<file path="src/hdl/iirf_pkg.sv">
`timescale 1ns / 1ps

package iirf_pkg;

   // filter order (1 or 2) and sample width
   localparam int ORDER      = 2;
   localparam int SAMPLE_W   = 24;

   // fixed-point formats
   localparam int COEF_W     = 24;
   localparam int STATE_W    = 48;
   localparam int FRAC_BITS  = 22;
   localparam int PROD_W     = COEF_W + SAMPLE_W;
   localparam int ACC_W      = ((PROD_W > STATE_W) ? PROD_W : STATE_W) + 2;

   // configuration port
   localparam int NUM_REGS   = 7;
   localparam int CSR_IDX_W  = $clog2(NUM_REGS);
   localparam int CSR_DATA_W = STATE_W;

   // register indexes
   typedef enum logic [CSR_IDX_W-1:0] {
      REG_COEF_B0     = CSR_IDX_W'(0),
      REG_COEF_B1     = CSR_IDX_W'(1),
      REG_COEF_B2     = CSR_IDX_W'(2),
      REG_COEF_A1     = CSR_IDX_W'(3),
      REG_COEF_A2     = CSR_IDX_W'(4),
      REG_INIT_STATE0 = CSR_IDX_W'(5),
      REG_INIT_STATE1 = CSR_IDX_W'(6)
   } csr_index_type;

   // payloads
   typedef struct packed {
      logic signed [SAMPLE_W-1:0] sample;
      logic                       restart;
   } req_type;

   typedef struct packed {
      logic signed [SAMPLE_W-1:0] filtered;
      logic                       clipped;
   } rsp_type;

   // multiplier operand selection
   typedef enum logic [2:0] {
      MUL_NONE,
      MUL_B0_IN,
      MUL_B1_X,
      MUL_B2_X,
      MUL_A1_Y,
      MUL_A2_Y
   } mul_sel_type;

   // accumulator operation
   typedef enum logic [1:0] {
      ACC_KEEP,
      ACC_ROUND_S0,
      ACC_PROD_S1,
      ACC_FROM_HOLD
   } acc_op_type;

   // controller to datapath commands
   typedef struct packed {
      logic        load;
      mul_sel_type mul_sel;
      acc_op_type  acc_op;
      logic        y_en;
      logic        hold_en;
      logic        s0_wr;
      logic        s1_wr;
      logic        out_en;
   } cmd_type;

endpackage

</file>
<file path="src/hdl/iirf_ctrl.sv">
`timescale 1ns / 1ps

module iirf_ctrl (
   input  logic              clock,
   input  logic              reset,
   input  logic              req_valid,
   output logic              req_stall,
   input  logic              rsp_stall,
   output logic              rsp_valid,
   output iirf_pkg::cmd_type cmd
);
   import iirf_pkg::*;

   typedef enum logic [2:0] {
      S_IDLE,
      S_ACC0,
      S_YS,
      S_M1,
      S_W0,
      S_W1
   } state_type;

   state_type state_ff;
   state_type state_in;
   logic      rsp_valid_ff;
   logic      slot_free;

   // result register can take a new value
   assign slot_free = !rsp_valid_ff || !rsp_stall;

   // command decode and next state
   always_comb begin
      cmd         = '0;
      cmd.mul_sel = MUL_NONE;
      cmd.acc_op  = ACC_KEEP;
      state_in    = state_ff;
      case (state_ff)
         S_IDLE: begin
            if (req_valid) begin
               cmd.load    = 1'b1;
               cmd.mul_sel = MUL_B0_IN;
               state_in    = S_ACC0;
            end
         end
         S_ACC0: begin
            cmd.acc_op  = ACC_ROUND_S0;
            cmd.mul_sel = MUL_B1_X;
            state_in    = S_YS;
         end
         S_YS: begin
            cmd.y_en    = 1'b1;
            cmd.acc_op  = ACC_PROD_S1;
            cmd.mul_sel = MUL_B2_X;
            state_in    = S_M1;
         end
         S_M1: begin
            cmd.hold_en = 1'b1;
            cmd.mul_sel = MUL_A1_Y;
            state_in    = S_W0;
         end
         S_W0: begin
            cmd.s0_wr   = 1'b1;
            cmd.acc_op  = ACC_FROM_HOLD;
            cmd.mul_sel = MUL_A2_Y;
            state_in    = S_W1;
         end
         S_W1: begin
            // wait here while the previous result is still pending
            if (slot_free) begin
               cmd.s1_wr  = 1'b1;
               cmd.out_en = 1'b1;
               state_in   = S_IDLE;
            end
         end
         default: begin
            state_in = S_IDLE;
         end
      endcase
   end

   // state and result valid
   always_ff @(posedge clock) begin
      if (reset) begin
         state_ff     <= S_IDLE;
         rsp_valid_ff <= 1'b0;
      end else begin
         state_ff <= state_in;
         if (cmd.out_en) begin
            rsp_valid_ff <= 1'b1;
         end else if (!rsp_stall) begin
            rsp_valid_ff <= 1'b0;
         end
      end
   end

   assign req_stall = (state_ff != S_IDLE);
   assign rsp_valid = rsp_valid_ff;

endmodule

</file>
<file path="src/hdl/iirf_datapath.sv">
`timescale 1ns / 1ps

module iirf_datapath (
   input  logic                                clock,
   input  logic                                reset,
   input  iirf_pkg::req_type                   req_data,
   input  iirf_pkg::cmd_type                   cmd,
   input  logic                                csr_we,
   input  logic [iirf_pkg::CSR_IDX_W-1:0]      csr_index,
   input  logic [iirf_pkg::CSR_DATA_W-1:0]     csr_data,
   output iirf_pkg::rsp_type                   rsp_data
);
   import iirf_pkg::*;

   localparam logic [COEF_W-1:0] B0_RESET = COEF_W'(64'd1 << FRAC_BITS);
   localparam logic signed [ACC_W-1:0] ROUND_HALF = ACC_W'(64'sd1 <<< (FRAC_BITS - 1));
   localparam logic signed [ACC_W-1:0] ST_HI =
      {{(ACC_W-STATE_W+1){1'b0}}, {(STATE_W-1){1'b1}}};
   localparam logic signed [ACC_W-1:0] ST_LO =
      {{(ACC_W-STATE_W+1){1'b1}}, {(STATE_W-1){1'b0}}};
   localparam logic signed [ACC_W-1:0] Y_HI =
      {{(ACC_W-SAMPLE_W+1){1'b0}}, {(SAMPLE_W-1){1'b1}}};
   localparam logic signed [ACC_W-1:0] Y_LO =
      {{(ACC_W-SAMPLE_W+1){1'b1}}, {(SAMPLE_W-1){1'b0}}};

   // configuration registers
   logic signed [COEF_W-1:0]   b0_ff, b1_ff, b2_ff, a1_ff, a2_ff;
   logic signed [STATE_W-1:0]  init0_ff, init1_ff;

   // working registers
   logic signed [SAMPLE_W-1:0] x_ff;
   logic signed [PROD_W-1:0]   prod_ff;
   logic signed [PROD_W-1:0]   prod_in;
   logic signed [PROD_W-1:0]   hold_ff;
   logic signed [ACC_W-1:0]    acc_ff;
   logic signed [ACC_W-1:0]    acc_in;
   logic signed [STATE_W-1:0]  s0_ff, s1_ff;
   logic signed [STATE_W-1:0]  state_in;
   logic signed [SAMPLE_W-1:0] y_ff;
   logic signed [SAMPLE_W-1:0] y_in;
   logic                       clip_ff;
   logic                       clip_in;
   rsp_type                    rsp_data_ff;

   logic signed [COEF_W-1:0]   coef_m;
   logic signed [SAMPLE_W-1:0] opnd_m;
   logic signed [ACC_W-1:0]    diff;
   logic signed [ACC_W-1:0]    quot;

   // configuration writes, out-of-range index ignored
   always_ff @(posedge clock) begin
      if (reset) begin
         b0_ff    <= B0_RESET;
         b1_ff    <= '0;
         b2_ff    <= '0;
         a1_ff    <= '0;
         a2_ff    <= '0;
         init0_ff <= '0;
         init1_ff <= '0;
      end else if (csr_we) begin
         case (csr_index)
            REG_COEF_B0:     b0_ff    <= csr_data[COEF_W-1:0];
            REG_COEF_B1:     b1_ff    <= csr_data[COEF_W-1:0];
            REG_COEF_B2:     b2_ff    <= csr_data[COEF_W-1:0];
            REG_COEF_A1:     a1_ff    <= csr_data[COEF_W-1:0];
            REG_COEF_A2:     a2_ff    <= csr_data[COEF_W-1:0];
            REG_INIT_STATE0: init0_ff <= csr_data[STATE_W-1:0];
            REG_INIT_STATE1: init1_ff <= csr_data[STATE_W-1:0];
            default: begin
            end
         endcase
      end
   end

   // shared multiplier operand select
   always_comb begin
      case (cmd.mul_sel)
         MUL_B0_IN: begin
            coef_m = b0_ff;
            opnd_m = req_data.sample;
         end
         MUL_B1_X: begin
            coef_m = b1_ff;
            opnd_m = x_ff;
         end
         MUL_B2_X: begin
            coef_m = b2_ff;
            opnd_m = x_ff;
         end
         MUL_A1_Y: begin
            coef_m = a1_ff;
            opnd_m = y_ff;
         end
         MUL_A2_Y: begin
            coef_m = a2_ff;
            opnd_m = y_ff;
         end
         default: begin
            coef_m = b0_ff;
            opnd_m = x_ff;
         end
      endcase
   end

   assign prod_in = coef_m * opnd_m;

   // accumulator
   always_comb begin
      case (cmd.acc_op)
         ACC_ROUND_S0:  acc_in = ACC_W'(prod_ff) + ACC_W'(s0_ff) + ROUND_HALF;
         ACC_PROD_S1:   acc_in = ACC_W'(prod_ff) + ACC_W'(s1_ff);
         ACC_FROM_HOLD: acc_in = ACC_W'(hold_ff);
         default:       acc_in = acc_ff;
      endcase
   end

   // new delay value: accumulated terms minus feedback product, saturated
   assign diff = acc_ff - ACC_W'(prod_ff);

   always_comb begin
      if (diff > ST_HI) begin
         state_in = ST_HI[STATE_W-1:0];
      end else if (diff < ST_LO) begin
         state_in = ST_LO[STATE_W-1:0];
      end else begin
         state_in = diff[STATE_W-1:0];
      end
   end

   // output sample: floor of the half-biased accumulator, saturated
   assign quot = acc_ff >>> FRAC_BITS;

   always_comb begin
      clip_in = 1'b1;
      if (quot > Y_HI) begin
         y_in = Y_HI[SAMPLE_W-1:0];
      end else if (quot < Y_LO) begin
         y_in = Y_LO[SAMPLE_W-1:0];
      end else begin
         y_in    = quot[SAMPLE_W-1:0];
         clip_in = 1'b0;
      end
   end

   // delay state
   always_ff @(posedge clock) begin
      if (reset) begin
         s0_ff <= '0;
         s1_ff <= '0;
      end else begin
         if (cmd.load && req_data.restart) begin
            s0_ff <= init0_ff;
            s1_ff <= (ORDER >= 2) ? init1_ff : '0;
         end
         if (cmd.s0_wr) begin
            s0_ff <= state_in;
         end
         if (cmd.s1_wr && (ORDER >= 2)) begin
            s1_ff <= state_in;
         end
      end
   end

   // payload registers
   always_ff @(posedge clock) begin
      if (cmd.load) begin
         x_ff <= req_data.sample;
      end
      if (cmd.mul_sel != MUL_NONE) begin
         prod_ff <= prod_in;
      end
      if (cmd.hold_en) begin
         hold_ff <= prod_ff;
      end
      acc_ff <= acc_in;
      if (cmd.y_en) begin
         y_ff    <= y_in;
         clip_ff <= clip_in;
      end
      if (cmd.out_en) begin
         rsp_data_ff.filtered <= y_ff;
         rsp_data_ff.clipped  <= clip_ff;
      end
   end

   assign rsp_data = rsp_data_ff;

endmodule

</file>
<file path="src/hdl/iir_filter_second_order.sv">
`timescale 1ns / 1ps
// One sample at a time: req_stall stays high until its result is published, which
// waits while an earlier result is stalled. The single shared 24x24 multiplier forms
// the five products in sequence, then the delay state is written back.
// Reset (synchronous, active high): coefficients return to b0 = 1.0 and all others 0,
// initial-condition registers and delay state clear to 0, no result pending.
module iir_filter_second_order (
   input  logic                             clock,
   input  logic                             reset,
   input  logic                             req_valid,
   output logic                             req_stall,
   input  iirf_pkg::req_type                req_data,
   output logic                             rsp_valid,
   input  logic                             rsp_stall,
   output iirf_pkg::rsp_type                rsp_data,
   input  logic                             csr_valid,
   output logic                             csr_ready,
   input  logic [iirf_pkg::CSR_IDX_W-1:0]   csr_index,
   input  logic [iirf_pkg::CSR_DATA_W-1:0]  csr_data
);
   import iirf_pkg::*;

   cmd_type cmd;

   // register writes are always taken
   assign csr_ready = 1'b1;

   iirf_ctrl u_ctrl (
      .clock     (clock),
      .reset     (reset),
      .req_valid (req_valid),
      .req_stall (req_stall),
      .rsp_stall (rsp_stall),
      .rsp_valid (rsp_valid),
      .cmd       (cmd)
   );

   iirf_datapath u_datapath (
      .clock     (clock),
      .reset     (reset),
      .req_data  (req_data),
      .cmd       (cmd),
      .csr_we    (csr_valid && csr_ready),
      .csr_index (csr_index),
      .csr_data  (csr_data),
      .rsp_data  (rsp_data)
   );

   // busy right after a transaction is accepted
   a_busy_after_accept: assert property (@(posedge clock) disable iff (reset)
      (req_valid && !req_stall) |=> req_stall)
      else $error("input accepted twice in a row");

   // a pending result is never overwritten
   a_no_overwrite: assert property (@(posedge clock) disable iff (reset)
      cmd.out_en |-> (!rsp_valid || !rsp_stall))
      else $error("result overwritten while stalled");

   // a taken result is not repeated
   a_no_repeat: assert property (@(posedge clock) disable iff (reset)
      (rsp_valid && !rsp_stall && !cmd.out_en) |=> !rsp_valid)
      else $error("result transaction repeated");

   // load, state writeback and publish fall in distinct steps
   a_steps_exclusive: assert property (@(posedge clock) disable iff (reset)
      $onehot0({cmd.load, cmd.s0_wr, cmd.out_en}))
      else $error("overlapping datapath commands");

endmodule

</file>
<file path="config.mk">
export PLATFORM = sky130hd
export DESIGN_NAME = iir_filter_second_order
export DESIGN_NICKNAME = d
export VERILOG_FILES = /design/src/hdl/iirf_pkg.sv /design/src/hdl/iirf_ctrl.sv /design/src/hdl/iirf_datapath.sv /design/src/hdl/iir_filter_second_order.sv
export SDC_FILE = /design/constraint.sdc
export NUM_CORES = 2
export LEC_CHECK = 0
export ABC_AREA = 1
export BUFFER_PORTS_ARGS = -buffer_cell sky130_fd_sc_hd__buf_2
export CAP_MARGIN = 25
export CORE_MARGIN = 4
export CORE_UTILIZATION = 36
export CTS_CLUSTER_SIZE = 10
export DETAILED_ROUTE_END_ITERATION = 16
export SYNTH_ARGS = -nofsm -noshare
export SYNTH_HDL_FRONTEND = slang
export SYNTH_HIERARCHICAL = 1
export SYNTH_SLANG_ARGS = --single-unit
</file>
<file path="constraint.sdc">
create_clock -name clock -period 18.1 [get_ports clock]
set_input_delay 0.905 -clock clock [delete_from_list [all_inputs] [get_ports clock]]
set_output_delay 0.905 -clock clock [all_outputs]
set_load 0.01 [all_outputs]
</file>
==> qor.yml <==
drc: 0
post-route-period-util: 0.5870
critPathArrivalTime_ps: 11020
netlist_instances: 7027
die_area_mm2: 0.1551
final_layout_size_suffix_gt1_frac: 0.06095
synth.distinct_cells: 55
fillers: 15440
drt_wl_total_um: 215900
hold_viol: 0
fin_nets: 8046
cp_max_fo: 50
post_synth_xor_area_fraction: 0.01733
vias: 48380
overflow: 0
most-common-layout-cells: "nand2_1 (1822), inv_1 (1148), fa_1 (610)"
path_class: "register to register"
path_common_cell: "fa_1"
area_delta_synth_final_pct: 8.645
io_buffers: 107
synth_top_family_by_area: "adder cells"
hp-class: "register to register"
worstHoldPathCells: 0
synth_fa_ha_area_frac: 0.3043
postCtsHoldBufs: 0
clkSinkCount: 536
synth.net_count: 8045
finClkSkew_ps: 43.62
netlist_area_mm2: 0.05358
dr.pass1.iters: 6
dp_cells: 8888
cap_viol_max_count: 0
path_buf_inv: 11
crit_path_top_delay_cell: "fa_1"
grt_pass1_vias: 47370
r2r_setup_slack_ps: 7480
post-cts-setup-buffers: 0
ant_nets: 0
final_common_cell: "nand2_1"
fmax_mhz: 94.12
synthSimpleGateAreaFrac: 0.2296
synth-compound-area-share: 0.1031
htreeDepth: 3
fin_util: 0.3938
ir_worst_vdd_v: 0.0002292
die_y_um: 393.8
final_cells: 8987
fin_crit_ps: 10620
wl_per_cell_um: 24.02
cts.path.max_buffers: 3
leakagePower_nw: 26.59
viasPerCell: 5.383
cts_tree: "done"
status: "finished, final reports clean"
tightest_slew_ps: 1164
setup_tns_ps: 0
path_clk_slew_ps: 60
worstPathRequired_ps: 18490
routabilityCongestion: 1.007
drt_iter0_drc: 4582
rsz0062_at_grt: "no"
root_buffer: "clkbuf_16"
cpLargestDelayFamily: "adder cells"
grt_pass1_wl_um: 315000
antenna_found_initial: 4
r2r_cells: 36
num_rows: 141
cp.depth: 36
seq_area_frac_synth: 0.2414
powerDensity_mw_per_mm2: 164.1
cp-start-kind: "register"
clk_latency_ps: 660
die_w_um: 393.8
synth_mux_area_frac: 0
slew_violations: 0
end_kind: "register"
yosys_register_bits: 536
critical-path-max-stage-delay_ps: 790
setup_viol: 0
post_synth.cell_area_avg_um2: 7.625
cts_buffers: 67
core_area_mm2: 0.1478
num_io_pins: 109
grt_max_degree: 146
dp_hpwl_um: 174300
cts_resized: 0
grt_use_total: 0.2723
yosysWarnings: 6
relSlewSlack: 0.2187
start_util: 0.3624
## power breakdown
group          switching [mW]  internal [mW]  leakage, nW  total (mW)
combinational            4.54           1.87         21.0        6.41
sequential              0.310           1.57         4.65        1.88
clock                   0.536          0.732        0.964        1.27
## Yosys cell counts (all sizes together)
library cell / instances / area, um2
conb: 1 / 3.750
nand2: 1852 / 7027
nor2: 633 / 2439
o221ai: 6 / 52.55
clkinv: 4 / 15.01
fa: 610 / 12210
nor3: 29 / 155.2
inv: 1192 / 4474
clkbuf: 176 / 660.6
a22oi: 2 / 15.01
nand3b: 12 / 90.09
and3: 3 / 18.77
dfxtp: 316 / 6326
o21a: 10 / 75.07
o22ai: 1 / 6.260
a211oi: 14 / 105.1
and2: 2 / 12.52
a31o: 1 / 8.760
or2: 12 / 75.07
a22o: 24 / 210.2
o41ai: 1 / 8.760
nor4: 15 / 93.84
buf: 82 / 436.7
xor2: 67 / 586.8
edfxtp: 220 / 6606
a21boi: 5 / 41.29
a21o: 22 / 165.2
o211ai: 9 / 67.56
a211o: 1 / 8.760
a31oi: 38 / 237.7
xnor2: 39 / 341.6
a221oi: 25 / 219.0
nand3: 399 / 2012
o21ai: 196 / 988.4
nand4: 61 / 381.6
a41oi: 1 / 8.760
ha: 327 / 4091
a21oi: 568 / 2922
o21bai: 51 / 382.9
## worst register-to-register path: cells and delay by family (launching register included)
kind | cells | cell delay [ps]
xor+xnor | 1 | 160
fa+ha+maj | 8 | 4390
compound gates | 2 | 320
simple gates | 14 | 2620
buf+inv | 11 | 2510
flops | 1 | 370
## state kept, by name, indices dropped and copies added, names as in the netlist, 25 cells and up
signal	count
u_datapath/init1_ff	48
u_datapath/s0_ff	48
u_datapath/rsp_data	25
u_datapath/s1_ff	48
u_datapath/init0_ff	48
u_datapath/acc_ff	50
u_datapath/hold_ff	48
u_datapath/prod_ff	48
## final timing paths
check                     startpoint                      to
hold / removal    u_datapath/clip_ff  u_datapath/rsp_data[0]
hold reg to reg   u_datapath/clip_ff  u_datapath/rsp_data[0]
setup / recovery  u_ctrl/state_ff[0]  u_datapath/prod_ff[45]
setup reg to reg  u_ctrl/state_ff[0]  u_datapath/prod_ff[45]
## kinds of logic (layout without fill, tap and decap cells)
group,count (synthesis),in the layout
compound gates,975,975
xor+xnor,106,106
fa+ha+maj,937,937
buf+inv,1454,1482
flops,536,536
other cells,1,3
simple gates,3018,3018
## stage by stage
stage / instance area (um2) / hold WS, ps / total power [mW] / worst slack, ps
3_5_place_dp: 56210 / 414.7 / 8.117 / 7550
2_1_floorplan: 53580 / 400.3 / 5.616 / 8630
3_3_place_gp: 56180 / 410.8 / 8.098 / 7748
5_1_grt: 58210 / 425.7 / 10.16 / 6920
6_report: 58210 / 425.4 / 9.552 / 7475
4_1_cts: 58190 / 395.9 / 9.429 / 7487
## per-layer routing
metal  GRT usage  part of all wire
met4      0.1244             0.053
met5           0           0.00012
met2      0.4255              0.45
met1      0.3697              0.42
met3     0.04631             0.082
## final cells by class
cell class | instances | area [um2] | share of cell area
clock buffers | 82 | 1815 | 0.03119
multi-input cells | 5037 | 35190 | 0.6045
well taps | 1930 | 2415 | 0.04148
clock inverters | 14 | 162.7 | 0.002794
flip-flops and latches | 536 | 12930 | 0.2222
repair buffers | 190 | 1201 | 0.02063
diodes | 2 | 5.005 | 0.00008597
inverters | 1196 | 4489 | 0.07712
Power figures use the tool's default switching activity.
